===== src/sv/ilp_pkg.sv =====
// ----------------------------------------------------------------------------
// ilp_pkg
// Shared types, codes and helpers for the integer literal parser.
// ----------------------------------------------------------------------------
package ilp_pkg;

  // position in the token
  localparam logic [1:0] POS_START  = 2'd0;
  localparam logic [1:0] POS_SIGN   = 2'd1;
  localparam logic [1:0] POS_LEAD0  = 2'd2;
  localparam logic [1:0] POS_DIGITS = 2'd3;

  // radix codes
  localparam logic [1:0] RADIX_DEC = 2'd0;
  localparam logic [1:0] RADIX_HEX = 2'd1;
  localparam logic [1:0] RADIX_BIN = 2'd2;

  // error codes
  localparam logic [1:0] ERR_NONE    = 2'd0;
  localparam logic [1:0] ERR_TOO_BIG = 2'd1;
  localparam logic [1:0] ERR_BAD     = 2'd2;

  // characters of interest
  localparam logic [7:0] CH_MINUS = 8'h2D;
  localparam logic [7:0] CH_ZERO  = 8'h30;
  localparam logic [7:0] CH_X     = 8'h78;
  localparam logic [7:0] CH_B     = 8'h62;

  localparam int ACC_W  = 16;  // magnitude always stays below 2^16
  localparam int NEXT_W = 21;  // accum * 16 + 15

  // parser state carried between characters
  typedef struct packed {
    logic [1:0]       pos;
    logic             negative;
    logic [1:0]       radix;
    logic [ACC_W-1:0] accum;
    logic             has_digit;
    logic [1:0]       err;
  } state_t;

  localparam state_t STATE_RESET = '{
    pos:       POS_START,
    negative:  1'b0,
    radix:     RADIX_DEC,
    accum:     '0,
    has_digit: 1'b0,
    err:       ERR_NONE
  };

  typedef struct packed {
    logic       ok;
    logic [3:0] val;
  } digit_t;

  // digit decode, 0-9 a-f A-F in any base
  function automatic digit_t digit_value(logic [7:0] c);
    digit_t     d;
    logic [7:0] diff;
    d    = '0;
    diff = '0;
    if (c inside {[8'h30:8'h39]}) begin
      diff = c - 8'h30;
      d.ok = 1'b1;
    end else if (c inside {[8'h61:8'h66]}) begin
      diff = c - 8'h57;
      d.ok = 1'b1;
    end else if (c inside {[8'h41:8'h46]}) begin
      diff = c - 8'h37;
      d.ok = 1'b1;
    end
    d.val = diff[3:0];
    return d;
  endfunction

endpackage


===== src/sv/ilp_in_if.sv =====
// ----------------------------------------------------------------------------
// ilp_in_if
// Character channel: one token character per item.
// ----------------------------------------------------------------------------
interface ilp_in_if;
  logic       valid;
  logic       ready;
  logic [7:0] ch;
  logic       last;
  logic       narrow;

  modport source (output valid, output ch, output last, output narrow, input ready);
  modport sink (input valid, input ch, input last, input narrow, output ready);
endinterface


===== src/sv/ilp_out_if.sv =====
// ----------------------------------------------------------------------------
// ilp_out_if
// Result channel: parsed value and error code, one item per token.
// ----------------------------------------------------------------------------
interface ilp_out_if;
  logic               valid;
  logic               ready;
  logic signed [15:0] value;
  logic [1:0]         error;

  modport source (output valid, output value, output error, input ready);
  modport sink (input valid, input value, input error, output ready);
endinterface


===== src/sv/ilp_step.sv =====
// ----------------------------------------------------------------------------
// ilp_step
// Next-state and result logic for one character of a token.
// ----------------------------------------------------------------------------
module ilp_step (
  input  ilp_pkg::state_t    state_i,
  input  logic [7:0]         ch_i,
  input  logic               narrow_i,
  output ilp_pkg::state_t    state_o,
  output logic signed [15:0] value_o,
  output logic [1:0]         error_o
);

  ilp_pkg::digit_t                 dig;
  logic [ilp_pkg::NEXT_W-1:0]      acc_ext;
  logic [ilp_pkg::NEXT_W-1:0]      scaled;
  logic [ilp_pkg::NEXT_W-1:0]      next_acc;
  logic [16:0]                     bound;
  logic                            too_big;
  ilp_pkg::state_t                 nxt;
  logic [1:0]                      err_f;
  logic [15:0]                     mag;
  logic [15:0]                     v16;

  assign dig     = ilp_pkg::digit_value(ch_i);
  assign acc_ext = {{(ilp_pkg::NEXT_W - ilp_pkg::ACC_W){1'b0}}, state_i.accum};

  // accum * base, base being a power of two or ten
  always_comb begin
    case (state_i.radix)
      ilp_pkg::RADIX_HEX: scaled = acc_ext << 4;
      ilp_pkg::RADIX_BIN: scaled = acc_ext << 1;
      default:            scaled = (acc_ext << 3) + (acc_ext << 1);
    endcase
  end

  assign next_acc = scaled + {{(ilp_pkg::NEXT_W - 4){1'b0}}, dig.val};

  // bound: 2^W positive, 2^(W-1) negative
  always_comb begin
    if (narrow_i) begin
      bound = state_i.negative ? 17'd128 : 17'd256;
    end else begin
      bound = state_i.negative ? 17'd32768 : 17'd65536;
    end
  end

  assign too_big = next_acc >= {{(ilp_pkg::NEXT_W - 17){1'b0}}, bound};

  // token walk
  always_comb begin
    nxt = state_i;
    if (state_i.err == ilp_pkg::ERR_NONE) begin
      if (state_i.pos == ilp_pkg::POS_START && ch_i == ilp_pkg::CH_MINUS) begin
        nxt.negative = 1'b1;
        nxt.pos      = ilp_pkg::POS_SIGN;
      end else if (state_i.pos == ilp_pkg::POS_START || state_i.pos == ilp_pkg::POS_SIGN)
      begin
        if (ch_i == ilp_pkg::CH_ZERO) begin
          nxt.accum     = '0;
          nxt.has_digit = 1'b1;
          nxt.pos       = ilp_pkg::POS_LEAD0;
        end else begin
          nxt.pos = ilp_pkg::POS_DIGITS;
          if (!dig.ok) begin
            nxt.err = ilp_pkg::ERR_BAD;
          end else begin
            nxt.has_digit = 1'b1;
            if (too_big) nxt.err = ilp_pkg::ERR_TOO_BIG;
            else nxt.accum = next_acc[ilp_pkg::ACC_W-1:0];
          end
        end
      end else if (state_i.pos == ilp_pkg::POS_LEAD0 &&
                   (ch_i == ilp_pkg::CH_X || ch_i == ilp_pkg::CH_B)) begin
        nxt.radix     = (ch_i == ilp_pkg::CH_X) ? ilp_pkg::RADIX_HEX : ilp_pkg::RADIX_BIN;
        nxt.accum     = '0;
        nxt.has_digit = 1'b0;
        nxt.pos       = ilp_pkg::POS_DIGITS;
      end else begin
        nxt.pos = ilp_pkg::POS_DIGITS;
        if (!dig.ok) begin
          nxt.err = ilp_pkg::ERR_BAD;
        end else begin
          nxt.has_digit = 1'b1;
          if (too_big) nxt.err = ilp_pkg::ERR_TOO_BIG;
          else nxt.accum = next_acc[ilp_pkg::ACC_W-1:0];
        end
      end
    end
  end

  assign state_o = nxt;

  // final value, valid when this character ends the token
  always_comb begin
    err_f = nxt.err;
    if (err_f == ilp_pkg::ERR_NONE && !nxt.has_digit) err_f = ilp_pkg::ERR_BAD;
    mag = nxt.negative ? (~nxt.accum + 16'd1) : nxt.accum;
    if (err_f != ilp_pkg::ERR_NONE) begin
      v16 = '0;
    end else if (narrow_i) begin
      v16 = {{8{mag[7]}}, mag[7:0]};
    end else begin
      v16 = mag;
    end
  end

  assign value_o = v16;
  assign error_o = err_f;

endmodule


===== src/sv/integer_literal_parser.sv =====
// ----------------------------------------------------------------------------
// integer_literal_parser
// Parses a signed decimal, 0x hex or 0b binary literal, one character per
// item, and returns the value and an error code on the final character.
// ----------------------------------------------------------------------------
// the final character is registered, then its result is registered for output
// throughput: one character per cycle, but a final character waits for a result
//   free slot; character and result registers let a new item in while a result waits
// reset: rst_ni clears the token state and both valid flags
module integer_literal_parser (
  input  logic            clk_i,
  input  logic            rst_ni,
  ilp_in_if.sink          in_i,
  ilp_out_if.source       out_o
);

  // character register
  logic        in_valid_q;
  logic [7:0]  ch_q;
  logic        last_q;
  logic        narrow_q;

  // token state and result register
  ilp_pkg::state_t    state_q, state_d, step_state;
  logic               out_valid_q;
  logic signed [15:0] value_q;
  logic [1:0]         error_q;
  logic signed [15:0] step_value;
  logic [1:0]         step_error;
  logic               advance;
  logic               in_ready;

  ilp_step u_step (
    .state_i  (state_q),
    .ch_i     (ch_q),
    .narrow_i (narrow_q),
    .state_o  (step_state),
    .value_o  (step_value),
    .error_o  (step_error)
  );

  // the held character moves on unless it ends a token and the result slot is busy
  assign advance  = in_valid_q && (!last_q || !out_valid_q || out_o.ready);
  assign in_ready = !in_valid_q || advance;
  assign in_i.ready = in_ready;

  always_ff @(posedge clk_i or negedge rst_ni) begin
    if (!rst_ni) begin
      in_valid_q <= 1'b0;
    end else if (in_ready) begin
      in_valid_q <= in_i.valid;
    end
  end

  always_ff @(posedge clk_i) begin
    if (in_ready && in_i.valid) begin
      ch_q     <= in_i.ch;
      last_q   <= in_i.last;
      narrow_q <= in_i.narrow;
    end
  end

  // state returns to reset after the final character
  always_comb begin
    state_d = state_q;
    if (advance) state_d = last_q ? ilp_pkg::STATE_RESET : step_state;
  end

  always_ff @(posedge clk_i or negedge rst_ni) begin
    if (!rst_ni) begin
      state_q <= ilp_pkg::STATE_RESET;
    end else begin
      state_q <= state_d;
    end
  end

  // result register
  always_ff @(posedge clk_i or negedge rst_ni) begin
    if (!rst_ni) begin
      out_valid_q <= 1'b0;
    end else if (advance && last_q) begin
      out_valid_q <= 1'b1;
    end else if (out_o.ready) begin
      out_valid_q <= 1'b0;
    end
  end

  always_ff @(posedge clk_i) begin
    if (advance && last_q) begin
      value_q <= step_value;
      error_q <= step_error;
    end
  end

  assign out_o.valid = out_valid_q;
  assign out_o.value = value_q;
  assign out_o.error = error_q;

  // an error result always reports zero
  a_err_zero: assert property (@(posedge clk_i) disable iff (!rst_ni)
    out_valid_q && error_q != ilp_pkg::ERR_NONE |-> value_q == 16'sd0)
    else $error("error result with nonzero value");

  // no unused error code reaches the output
  a_err_code: assert property (@(posedge clk_i) disable iff (!rst_ni)
    out_valid_q |-> error_q != 2'd3)
    else $error("illegal error code");

  // token state is cleared after its final character
  a_state_clear: assert property (@(posedge clk_i) disable iff (!rst_ni)
    advance && last_q |=> state_q == ilp_pkg::STATE_RESET)
    else $error("state not cleared after final character");

  // an error sticks for the rest of the token
  a_err_sticky: assert property (@(posedge clk_i) disable iff (!rst_ni)
    advance && !last_q && state_q.err != ilp_pkg::ERR_NONE |=>
      state_q.err == $past(state_q.err))
    else $error("error code changed mid-token");

endmodule

===== src/flat_wrapper.sv =====
// flat-port wrapper written by rule: the top's interface ports become plain ports
module integer_literal_parser_flat 
  (clk_i, rst_ni, in_i_valid, in_i_ch, in_i_last, in_i_narrow, in_i_ready, out_o_valid, out_o_value, out_o_error, out_o_ready);
  ilp_in_if in_i_i ();
  ilp_out_if out_o_i ();
  input  logic clk_i;
  input  logic rst_ni;
  input wire logic [$bits(in_i_i.valid)-1:0] in_i_valid;
  input wire logic [$bits(in_i_i.ch)-1:0] in_i_ch;
  input wire logic [$bits(in_i_i.last)-1:0] in_i_last;
  input wire logic [$bits(in_i_i.narrow)-1:0] in_i_narrow;
  output wire logic [$bits(in_i_i.ready)-1:0] in_i_ready;
  output wire logic [$bits(out_o_i.valid)-1:0] out_o_valid;
  output wire logic [$bits(out_o_i.value)-1:0] out_o_value;
  output wire logic [$bits(out_o_i.error)-1:0] out_o_error;
  input wire logic [$bits(out_o_i.ready)-1:0] out_o_ready;
  assign in_i_i.valid = in_i_valid;
  assign in_i_i.ch = in_i_ch;
  assign in_i_i.last = in_i_last;
  assign in_i_i.narrow = in_i_narrow;
  assign in_i_ready = in_i_i.ready;
  assign out_o_valid = out_o_i.valid;
  assign out_o_value = out_o_i.value;
  assign out_o_error = out_o_i.error;
  assign out_o_i.ready = out_o_ready;
  integer_literal_parser u_core (.clk_i(clk_i), .rst_ni(rst_ni), .in_i(in_i_i), .out_o(out_o_i));
endmodule

===== config.mk =====
export PLATFORM = sky130hd
export DESIGN_NAME = integer_literal_parser_flat
export DESIGN_NICKNAME = d
export VERILOG_FILES = /design/src/sv/ilp_pkg.sv /design/src/sv/ilp_in_if.sv /design/src/sv/ilp_out_if.sv /design/src/sv/ilp_step.sv /design/src/sv/integer_literal_parser.sv /design/src/flat_wrapper.sv
export SDC_FILE = /design/constraint.sdc
export NUM_CORES = 1
export LEC_CHECK = 0
export ABC_AREA = 1
export BUFFER_PORTS_ARGS = -buffer_cell sky130_fd_sc_hd__clkbuf_2
export CAP_MARGIN = 30
export CELL_PAD_IN_SITES_DETAIL_PLACEMENT = 1
export CELL_PAD_IN_SITES_GLOBAL_PLACEMENT = 1
export CORE_MARGIN = 3
export CORE_UTILIZATION = 46
export CTS_BUF_LIST = sky130_fd_sc_hd__clkbuf_2
export CTS_CLUSTER_SIZE = 20
export DETAILED_ROUTE_END_ITERATION = 6
export GPL_TIMING_DRIVEN = 0
export HOLD_SLACK_MARGIN = 0.12
export PLACE_DENSITY_LB_ADDON = 0.1
export SLEW_MARGIN = 20
export SYNTH_ARGS = -nofsm -noshare
export SYNTH_HDL_FRONTEND = slang
export SYNTH_HIERARCHICAL = 1
export SYNTH_SLANG_ARGS = --single-unit

===== constraint.sdc =====
create_clock -name clk_i -period 6.4 [get_ports clk_i]
set_input_delay 0.32 -clock clk_i [delete_from_list [all_inputs] [get_ports clk_i]]
set_output_delay 0.32 -clock clk_i [all_outputs]
set_load 0.02 [all_outputs]

; ---- Word-level counts from Yosys, hierarchy flattened
; Cells that the tools add are included.
[classes]
shift = 0
bitwise = 1
mux = 34
mul = 0
n_eq_ne = 10
order_cmp = 7
addsub = 6
n_div = 0
n_reduce_logical = 27
[ops]
columns = cell, count
row1 = 17-bit 2-to-1 mux, 5
row2 = 16-bit 2-to-1 mux, 3
row3 = 24-bit 2-to-1 mux, 2
row4 = 20-bit case mux with 2 select lines, 1
row5 = 21-bit by 4-bit adder with 21-bit output, 1
row6 = 21-bit by 17-bit >= comparator with 1-bit output, 1
row7 = 21-bit 2-to-1 mux, 1
row8 = 19-bit by 17-bit adder with 20-bit output, 1
row9 = 2-bit 2-to-1 mux, 10
row10 = 19-bit 2-to-1 mux, 1
row11 = "16-bit by 1-bit adder with 16-bit output, second input constant", 1
row12 = "8-bit by 6-bit == test with 1-bit output, second input constant", 2
row13 = "8-bit by 7-bit == test with 1-bit output, second input constant", 2
row14 = "8-bit by 7-bit >= comparator with 1-bit output, second input constant", 2
row15 = "8-bit by 7-bit less-or-equal comparator with 1-bit output, second input constant", 2
row16 = 16-bit inverter, 1
row17 = 4-bit 2-to-1 mux, 3
row18 = 1-bit logical AND, 9
row19 = 9-bit 2-to-1 mux, 1
row20 = "8-bit by 6-bit >= comparator with 1-bit output, second input constant", 1
row21 = "8-bit by 6-bit less-or-equal comparator with 1-bit output, second input constant", 1
row22 = 2-bit nonzero test, 4
row23 = "4-bit by 3-bit subtractor with 4-bit output, second input constant", 2
row24 = 1-bit 2-to-1 mux, 7
row25 = 9 further kinds, 21
[totals]
elab_cells = 98
out_inout_bits = 20
ff_bits = 54
ramBits = 0
mem_count = 0
in_bits = 14
mem_bits_ro = 0
latch_bits = 0

; ---- Logic depth before layout (Yosys ltp)
[depth]
ltp_word = 17
ltp_mapped = 48

; ---- Cells and area by module
; The synthesis kept the hierarchy.
[by_module_without_submodules]
columns = mod, area_each_um2, instances, seq_area_each_um2, cells_per_inst
row1 = ilp_step, 3768.6, 1, 0.0, 737
row2 = integer_literal_parser, 1875.5, 1, 1491.4, 143

; ---- Least setup slack after synthesis
; No wires, ideal clock.
[synth_path]
path_type = reg2reg
startpoint = register u_core.ch_q[1]
endpoint = register u_core.value_q[12] (netlist: u_core/out_o.value[12]), data pin
stages_incl_launch_ff = 47
required_ns = 6.151
slack_ns = 0.728
t_arrival_ns = 5.423
path_cell_list = edfxtp_1 -> inv_1 -> ha_1 -> inv_1 -> nand3_1 -> nand2_1 -> a31oi_1 -> inv_1 -> nand2_1 -> buf_2 -> buf_2 -> o21ai_0 -> a21oi_1 -> ha_1 -> nand3_1 -> nand2_1 -> nand2_1 -> nor2_2 -> (+11 left out) -> nand2_1 -> o21bai_2 -> nor2_4 -> buf_6 -> nand4_1 -> nand3_2 -> nand2_4 -> inv_2 -> ha_1 -> inv_1 -> nor2_1 -> nand3_1 -> nand2_2 -> nand3_1 -> nand2_1 -> nand3_1 -> nand2_1 -> inv_1
[synth_lines]
columns = element, line_no
row1 = from (decl), integer_literal_parser.sv:19  ; logic [7:0] ch_q;
row2 = from (signal assigned), integer_literal_parser.sv:57  ; ch_q <= in_i.ch;
row3 = to (signal assigned), integer_literal_parser.sv:90  ; value_q <= step_value;
row4 = to (decl), integer_literal_parser.sv:26  ; logic signed [15:0] value_q;

; ---- Worst setup path in the final report
[layout_path]
startpoint = register u_core.ch_q[3]
endpoint = register u_core.value_q[15] (netlist: u_core/out_o.value[15]), data pin
[layout_via]
elab_chain_cells = 17
word_cells_on_any_way = 48
classes_between = 5 x add/sub / 7 x order compare / 4 x eq/ne / 21 x mux / 1 x bitwise / 10 x reduce/logical
[layout_rtl]
columns = element, line_no
row1 = 8-bit by 7-bit >= comparator with 1-bit output / 8-bit by 7-bit less-or-equal comparator with 1-bit output (equally long branches), ilp_pkg.sv:68  ; end else if (c inside {[8'h41:8'h46]}) begin
row2 = 1-bit logical AND, ilp_pkg.sv:68
row3 = 4-bit 2-to-1 mux, ilp_pkg.sv:68
row4 = 4-bit 2-to-1 mux, ilp_pkg.sv:65  ; end else if (c inside {[8'h61:8'h66]}) begin
row5 = 4-bit 2-to-1 mux, ilp_pkg.sv:62  ; if (c inside {[8'h30:8'h39]}) begin
row6 = 21-bit by 4-bit adder with 21-bit output, ilp_step.sv:37  ; assign next_acc = scaled + {{(ilp_pkg::NEXT_W - 4){1'b0}}, dig.val};
row7 = 21-bit by 17-bit >= comparator with 1-bit output, ilp_step.sv:48  ; assign too_big = next_acc >= {{(ilp_pkg::NEXT_W - 17){1'b0}}, bound};
row8 = 16-bit 2-to-1 mux / 2-bit 2-to-1 mux (equally long branches), "ilp_step.sv:69, ilp_step.sv:85"
row9 = 17-bit 2-to-1 mux / 2-bit 2-to-1 mux (equally long branches), "ilp_step.sv:65, ilp_step.sv:81"
row10 = "17-bit 2-to-1 mux, or another cell as far along", ilp_step.sv:73  ; end else if (state_i.pos == ilp_pkg::POS_LEAD0 &&
row11 = 19-bit 2-to-1 mux, ilp_step.sv:57  ; end else if (state_i.pos == ilp_pkg::POS_START || state_i.pos == ilp_pkg::POS_SIGN)
row12 = 21-bit 2-to-1 mux, ilp_step.sv:54  ; if (state_i.pos == ilp_pkg::POS_START && ch_i == ilp_pkg::CH_MINUS) begin
row13 = 24-bit 2-to-1 mux *, ilp_step.sv:53  ; if (state_i.err == ilp_pkg::ERR_NONE) begin
row14 = 16-bit inverter / 2-bit zero test (equally long branches), "ilp_step.sv:98, ilp_step.sv:97"
row15 = 16-bit by 1-bit adder with 16-bit output / 1-bit logical AND (equally long branches), "ilp_step.sv:98, ilp_step.sv:97"
row16 = 16-bit 2-to-1 mux / 2-bit 2-to-1 mux (equally long branches), "ilp_step.sv:98, ilp_step.sv:97"
row17 = 16-bit 2-to-1 mux / 2-bit nonzero test (equally long branches), "ilp_step.sv:101, ilp_step.sv:99"
; Mark *: on every way between the ends. The rest lies on a longest branch, timed or not. The select of a mux whose other input is x is not followed.
; A chain may end at the register's enable or synchronous reset.

==> flow_results.org <==
** Synthesis
- By area the synthesized netlist is led by nand2_1 (21%), edfxtp_1 (15%), dfrtp_1 (12%), nand3_1 (7.7%), inv_1 (7.0%).
- Share of the yosys chip area belonging to registers :: 26.4%
- In this run the biggest area consumer among cell types represents 21.2% of the synthesized area.
- The synthesized design contains 28 enable-type register cells.
- Warnings from Yosys :: 6
- Counting every instance in the synthesized netlist gives roughly 900.
- Number of distinct library cells after synthesis :: 43
- The biggest area contributor in the post-synthesis netlist is nand2_1.
- The synthesized netlist occupies a cell area of 0.00564 sq mm.
- Mean Syn Cell Area :: 6.41 sq um
- Share of synthesized flip-flops with an asynchronous set or reset :: 48.1%
- Synthesis inferred 54 register bits.
- In the synthesized netlist the dominant register cell turns out to be edfxtp_1.
- Number of nets in the synthesized netlist :: 924

** Setup path
- Critical path startpoint category :: flop
- Number of buffers and inverters on the critical path :: 8
- Crit path kind :: flop to flop
- Among all stages on the critical path, the largest delay is contributed by edfxtp_1.
- Top fanout value on the critical path :: 10
- Among the stages of the critical path, the cell type that occurs most often is nand2_1.
- In this run the critical register-to-register path is captured at u_core/out_o.value[15].
- R2R cell count :: 45
- For the worst setup path, the data required time is between 6 and 7 ns.
- Worst setup EP type :: flop
- In this design, the largest share of critical-path delay is due to simple AND/OR/NAND/NOR gates.
- For this run, the slowest stage of the critical path takes about 0.5 ns.
- Critical register-to-register path startpoint :: u_core/ch_q[3]
- Register-to-register setup slack :: 0.22 ns
- Worst path arrival time :: between 6 and 7 ns

** Clock network
- The longest clock path from root to sink contains 2 buffers.
- CTS tree :: built
- Clock tree synthesis inserted a total of 5 buffers.
- For this design, the sink count on the clock tree is 54.
- Insertion delay of the later-clocked pin in the worst-skew pair :: 0.57 ns
- Maximum level of the CTS H-tree :: 2
- Clock-pin slew was measured on the worst setup and hold paths at 0.35 ns.
- Root Buffer Master :: clkbuf_2

** STA
- Post-Route Skew :: 0.0559 ns
- Derived from the worst setup path, the maximum achievable clock frequency is 162 MHz.
- Relative slew slack :: 48.9%
- The max-slew violation total from the final report came to 0.
- The final critical path takes up 96.6% of the cycle.
- For the pin with the worst max-slew slack, the measured transition is about 0.77 ns.
- Setup violations remaining at the end of the flow were counted as 0.
- Final period demand of the worst path :: 6.18 ns
- The number of hold violations in the final report came to 0.
- Final hold slack :: 0.259 ns

** Global route
- Initial antenna violation count :: 0
- Entering global routing, the biggest net connects 27 pins.
- Global routing used 29.3% of the available tracks.
- The number of global-route vias before repair is 6383.
- Final global-route overflow total :: 0
- Wire length of the first global-routing pass :: 31.6 mm

** Placed design
- Post-Place Cell Area :: 0.00599 sq mm
- Input and output buffers added on the ports amount to 33.
- At the end of routability-driven placement, the weighted congestion stood at 0.935.
- Summed over all nets, the half-perimeter wirelength after detailed placement is about 15 mm.

** Floorplanning
- Pin placement for this block handled 34 I/O pins.
- Die width :: 117 um
- For this configuration, the core starts out at a cell density of 48.2%.
- Die outline height :: between 100 and 150 um
- The floorplan has 39 rows.
- Floorplan die area :: 0.0136 sq mm
- Standard cell core area :: 0.0117 sq mm

** Detailed routing
- First-pass iteration count of the detailed router :: 5
- Using the TritonRoute via totals, the vias-per-cell ratio works out to slightly below 6.
- Starting DRC count in detailed routing :: 391
- WL final :: between 20 and 25 mm
- The count of nets left with antenna violations once routing finished came out at 0.
- Across all layers, the routed design uses 6365 vias.
- Wire length per cell :: 18.9 um
- After detailed routing, the number of remaining DRC violations is 0.

** Final layout
- The repair_antennas step left the layout with diodes totalling 0.
- Area added between synthesis and finish :: 16.4%
- End-of-flow core utilization :: a little under three fifths
- Net count, final :: 1002
- With fillers left out, the area of the finished cells amounts to between 0.006 and 0.007 sq mm.
- Of the cells placed in the final design, the portion with a size suffix greater than 1 is 22.6%.

** Power
- Worst-case vdd ir drop :: around 170 uV
- Power density normalized to cell area :: approximately 260 mW/mm^2
- Summing internal, switching and leakage power gives 0.00171 W.
- Static leakage power :: 3.37 nW

** Flow run
- Max-capacitance violation count :: 0

** Hold path
- The path class of the tightest hold or removal check is input port to async pin.

** Outcome
- Result of the run :: finished, final reports clean
-- sequential cells by signal, indices dropped and copies added (netlist names) --
signal	count
u_core/state_q	24
u_core/out_o.value	16
u_core/ch_q	8
u_core/out_o.error	2
u_core/in_valid_q	1
u_core/last_q	1
u_core/narrow_q	1
u_core/out_o.valid	1
-- routing by layer --
metal  wire length (um)  part of all wire [%]  vias up  GRT usage [%]
met3                931                   4.5       63           4.32
met5                  0                     0        -              0
met4                718                   3.4        0           12.2
met2              10400                    50      194           50.4
li1                   -                     -     2991              -
met1               8850                    42     3117           36.9
-- synth_stat cells (2+ instances only) --
library cell	instances
nand2_1	319
inv_1	106
nand3_1	87
nor2_1	64
edfxtp_1	28
ha_1	28
dfrtp_1	26
nand2_2	25
o21ai_0	21
a21oi_1	20
nand4_1	20
inv_2	18
nand3_2	17
buf_2	11
nand2_4	9
nor2_2	9
nor3_1	9
o221ai_1	9
nor2_4	7
buf_6	5
o21ai_1	5
buf_4	4
a31oi_1	3
nor4_1	3
o211ai_1	3
o21bai_1	3
xor2_1	3
fa_1	2
xnor2_1	2
-- cell usage in the layout, fill, tap and decap left out, drive strengths merged --
cell         Yosys  layout
xnor2            2       2
o32ai            1       1
nand3          105     105
ha              28      28
clkinv           1       1
nor3             9       9
or2              1       1
clkbuf           1      39
inv            125     126
a22oi            1       1
o211ai           3       3
nor4             3       3
edfxtp          28      28
o21bai           4       4
o21ai           26      26
a31oi            3       3
nand4           20      20
buf             20      43
or4              1       1
o21a             1       1
o221ai           9       9
dlygate4sd3      0      14
nand2          353     354
clkinvlp         0       2
nor2            80      80
nand3b           1       1
a211o            1       1
xor2             3       3
a221oi           1       1
a21oi           21      21
dfrtp           26      26
fa               2       2
-- cells by family (layout without fill, tap and decap cells) --
logic type / after synthesis / count (layout) / synth area share, %
AO/OA/AOI/OAI: 71 / 71 / 7.69
XOR/XNOR: 5 / 5 / 0.776
adder cells (fa/ha/maj): 30 / 30 / 6.92
flip-flops: 54 / 54 / 26.4
buffers and inverters: 147 / 225 / 11.0
AND/OR/NAND/NOR: 573 / 574 / 47.2
-- metrics by stage --
step                TNS (ns)  instances  worst slack (ns)
finish                     0       1102             0.219
global route           -1.84       1102            -0.219
CTS                        0       1082            0.0238
detailed placement     -3.28       1056            -0.539
global placement      -0.830       1056            -0.211
floorplan                  0        880             0.728
-- worst max-delay path by stage --
stage,start,endpoint,slack (ns),cells past startpoint
3_3_place_gp,u_core/ch_q[1],u_core/out_o.value[8],-0.21,46
3_5_place_dp,u_core/ch_q[0],u_core/out_o.value[14],-0.54,45
5_1_grt,u_core/ch_q[3],u_core/out_o.value[14],-0.22,45
4_1_cts,u_core/ch_q[1],u_core/out_o.value[8],0.02,46
2_1_floorplan,u_core/ch_q[1],u_core/out_o.value[12],0.73,46
6_report,u_core/ch_q[3],u_core/out_o.value[15],0.22,45
-- report_power, final --
part	switching [W]	internal [W]
clock	0.000131	0.0000278
combinational	0.000740	0.000355
sequential	0.0000571	0.000402
-- what timing repair did --
item	4_1_cts	5_1_grt
endpoints found under the hold margin	38	0
resized for setup	6	55
pin swaps	1	26
setup buffers	4	19
cloned	0	1
setup endpoints to repair	13	16
hold buffers	14	0
-- cell type report --
cell class,instances,area (sq um)
Buffer,21,165
Multi-Input combinational cell,680,3720
Clock inverter,3,23.8
Fill cell,1612,5140
Tap cell,143,179
Sequential cell,54,1490
Timing Repair Buffer,70,485
Clock buffer,5,25.0
Inverter,126,475
Power figures use the tool's default switching activity.
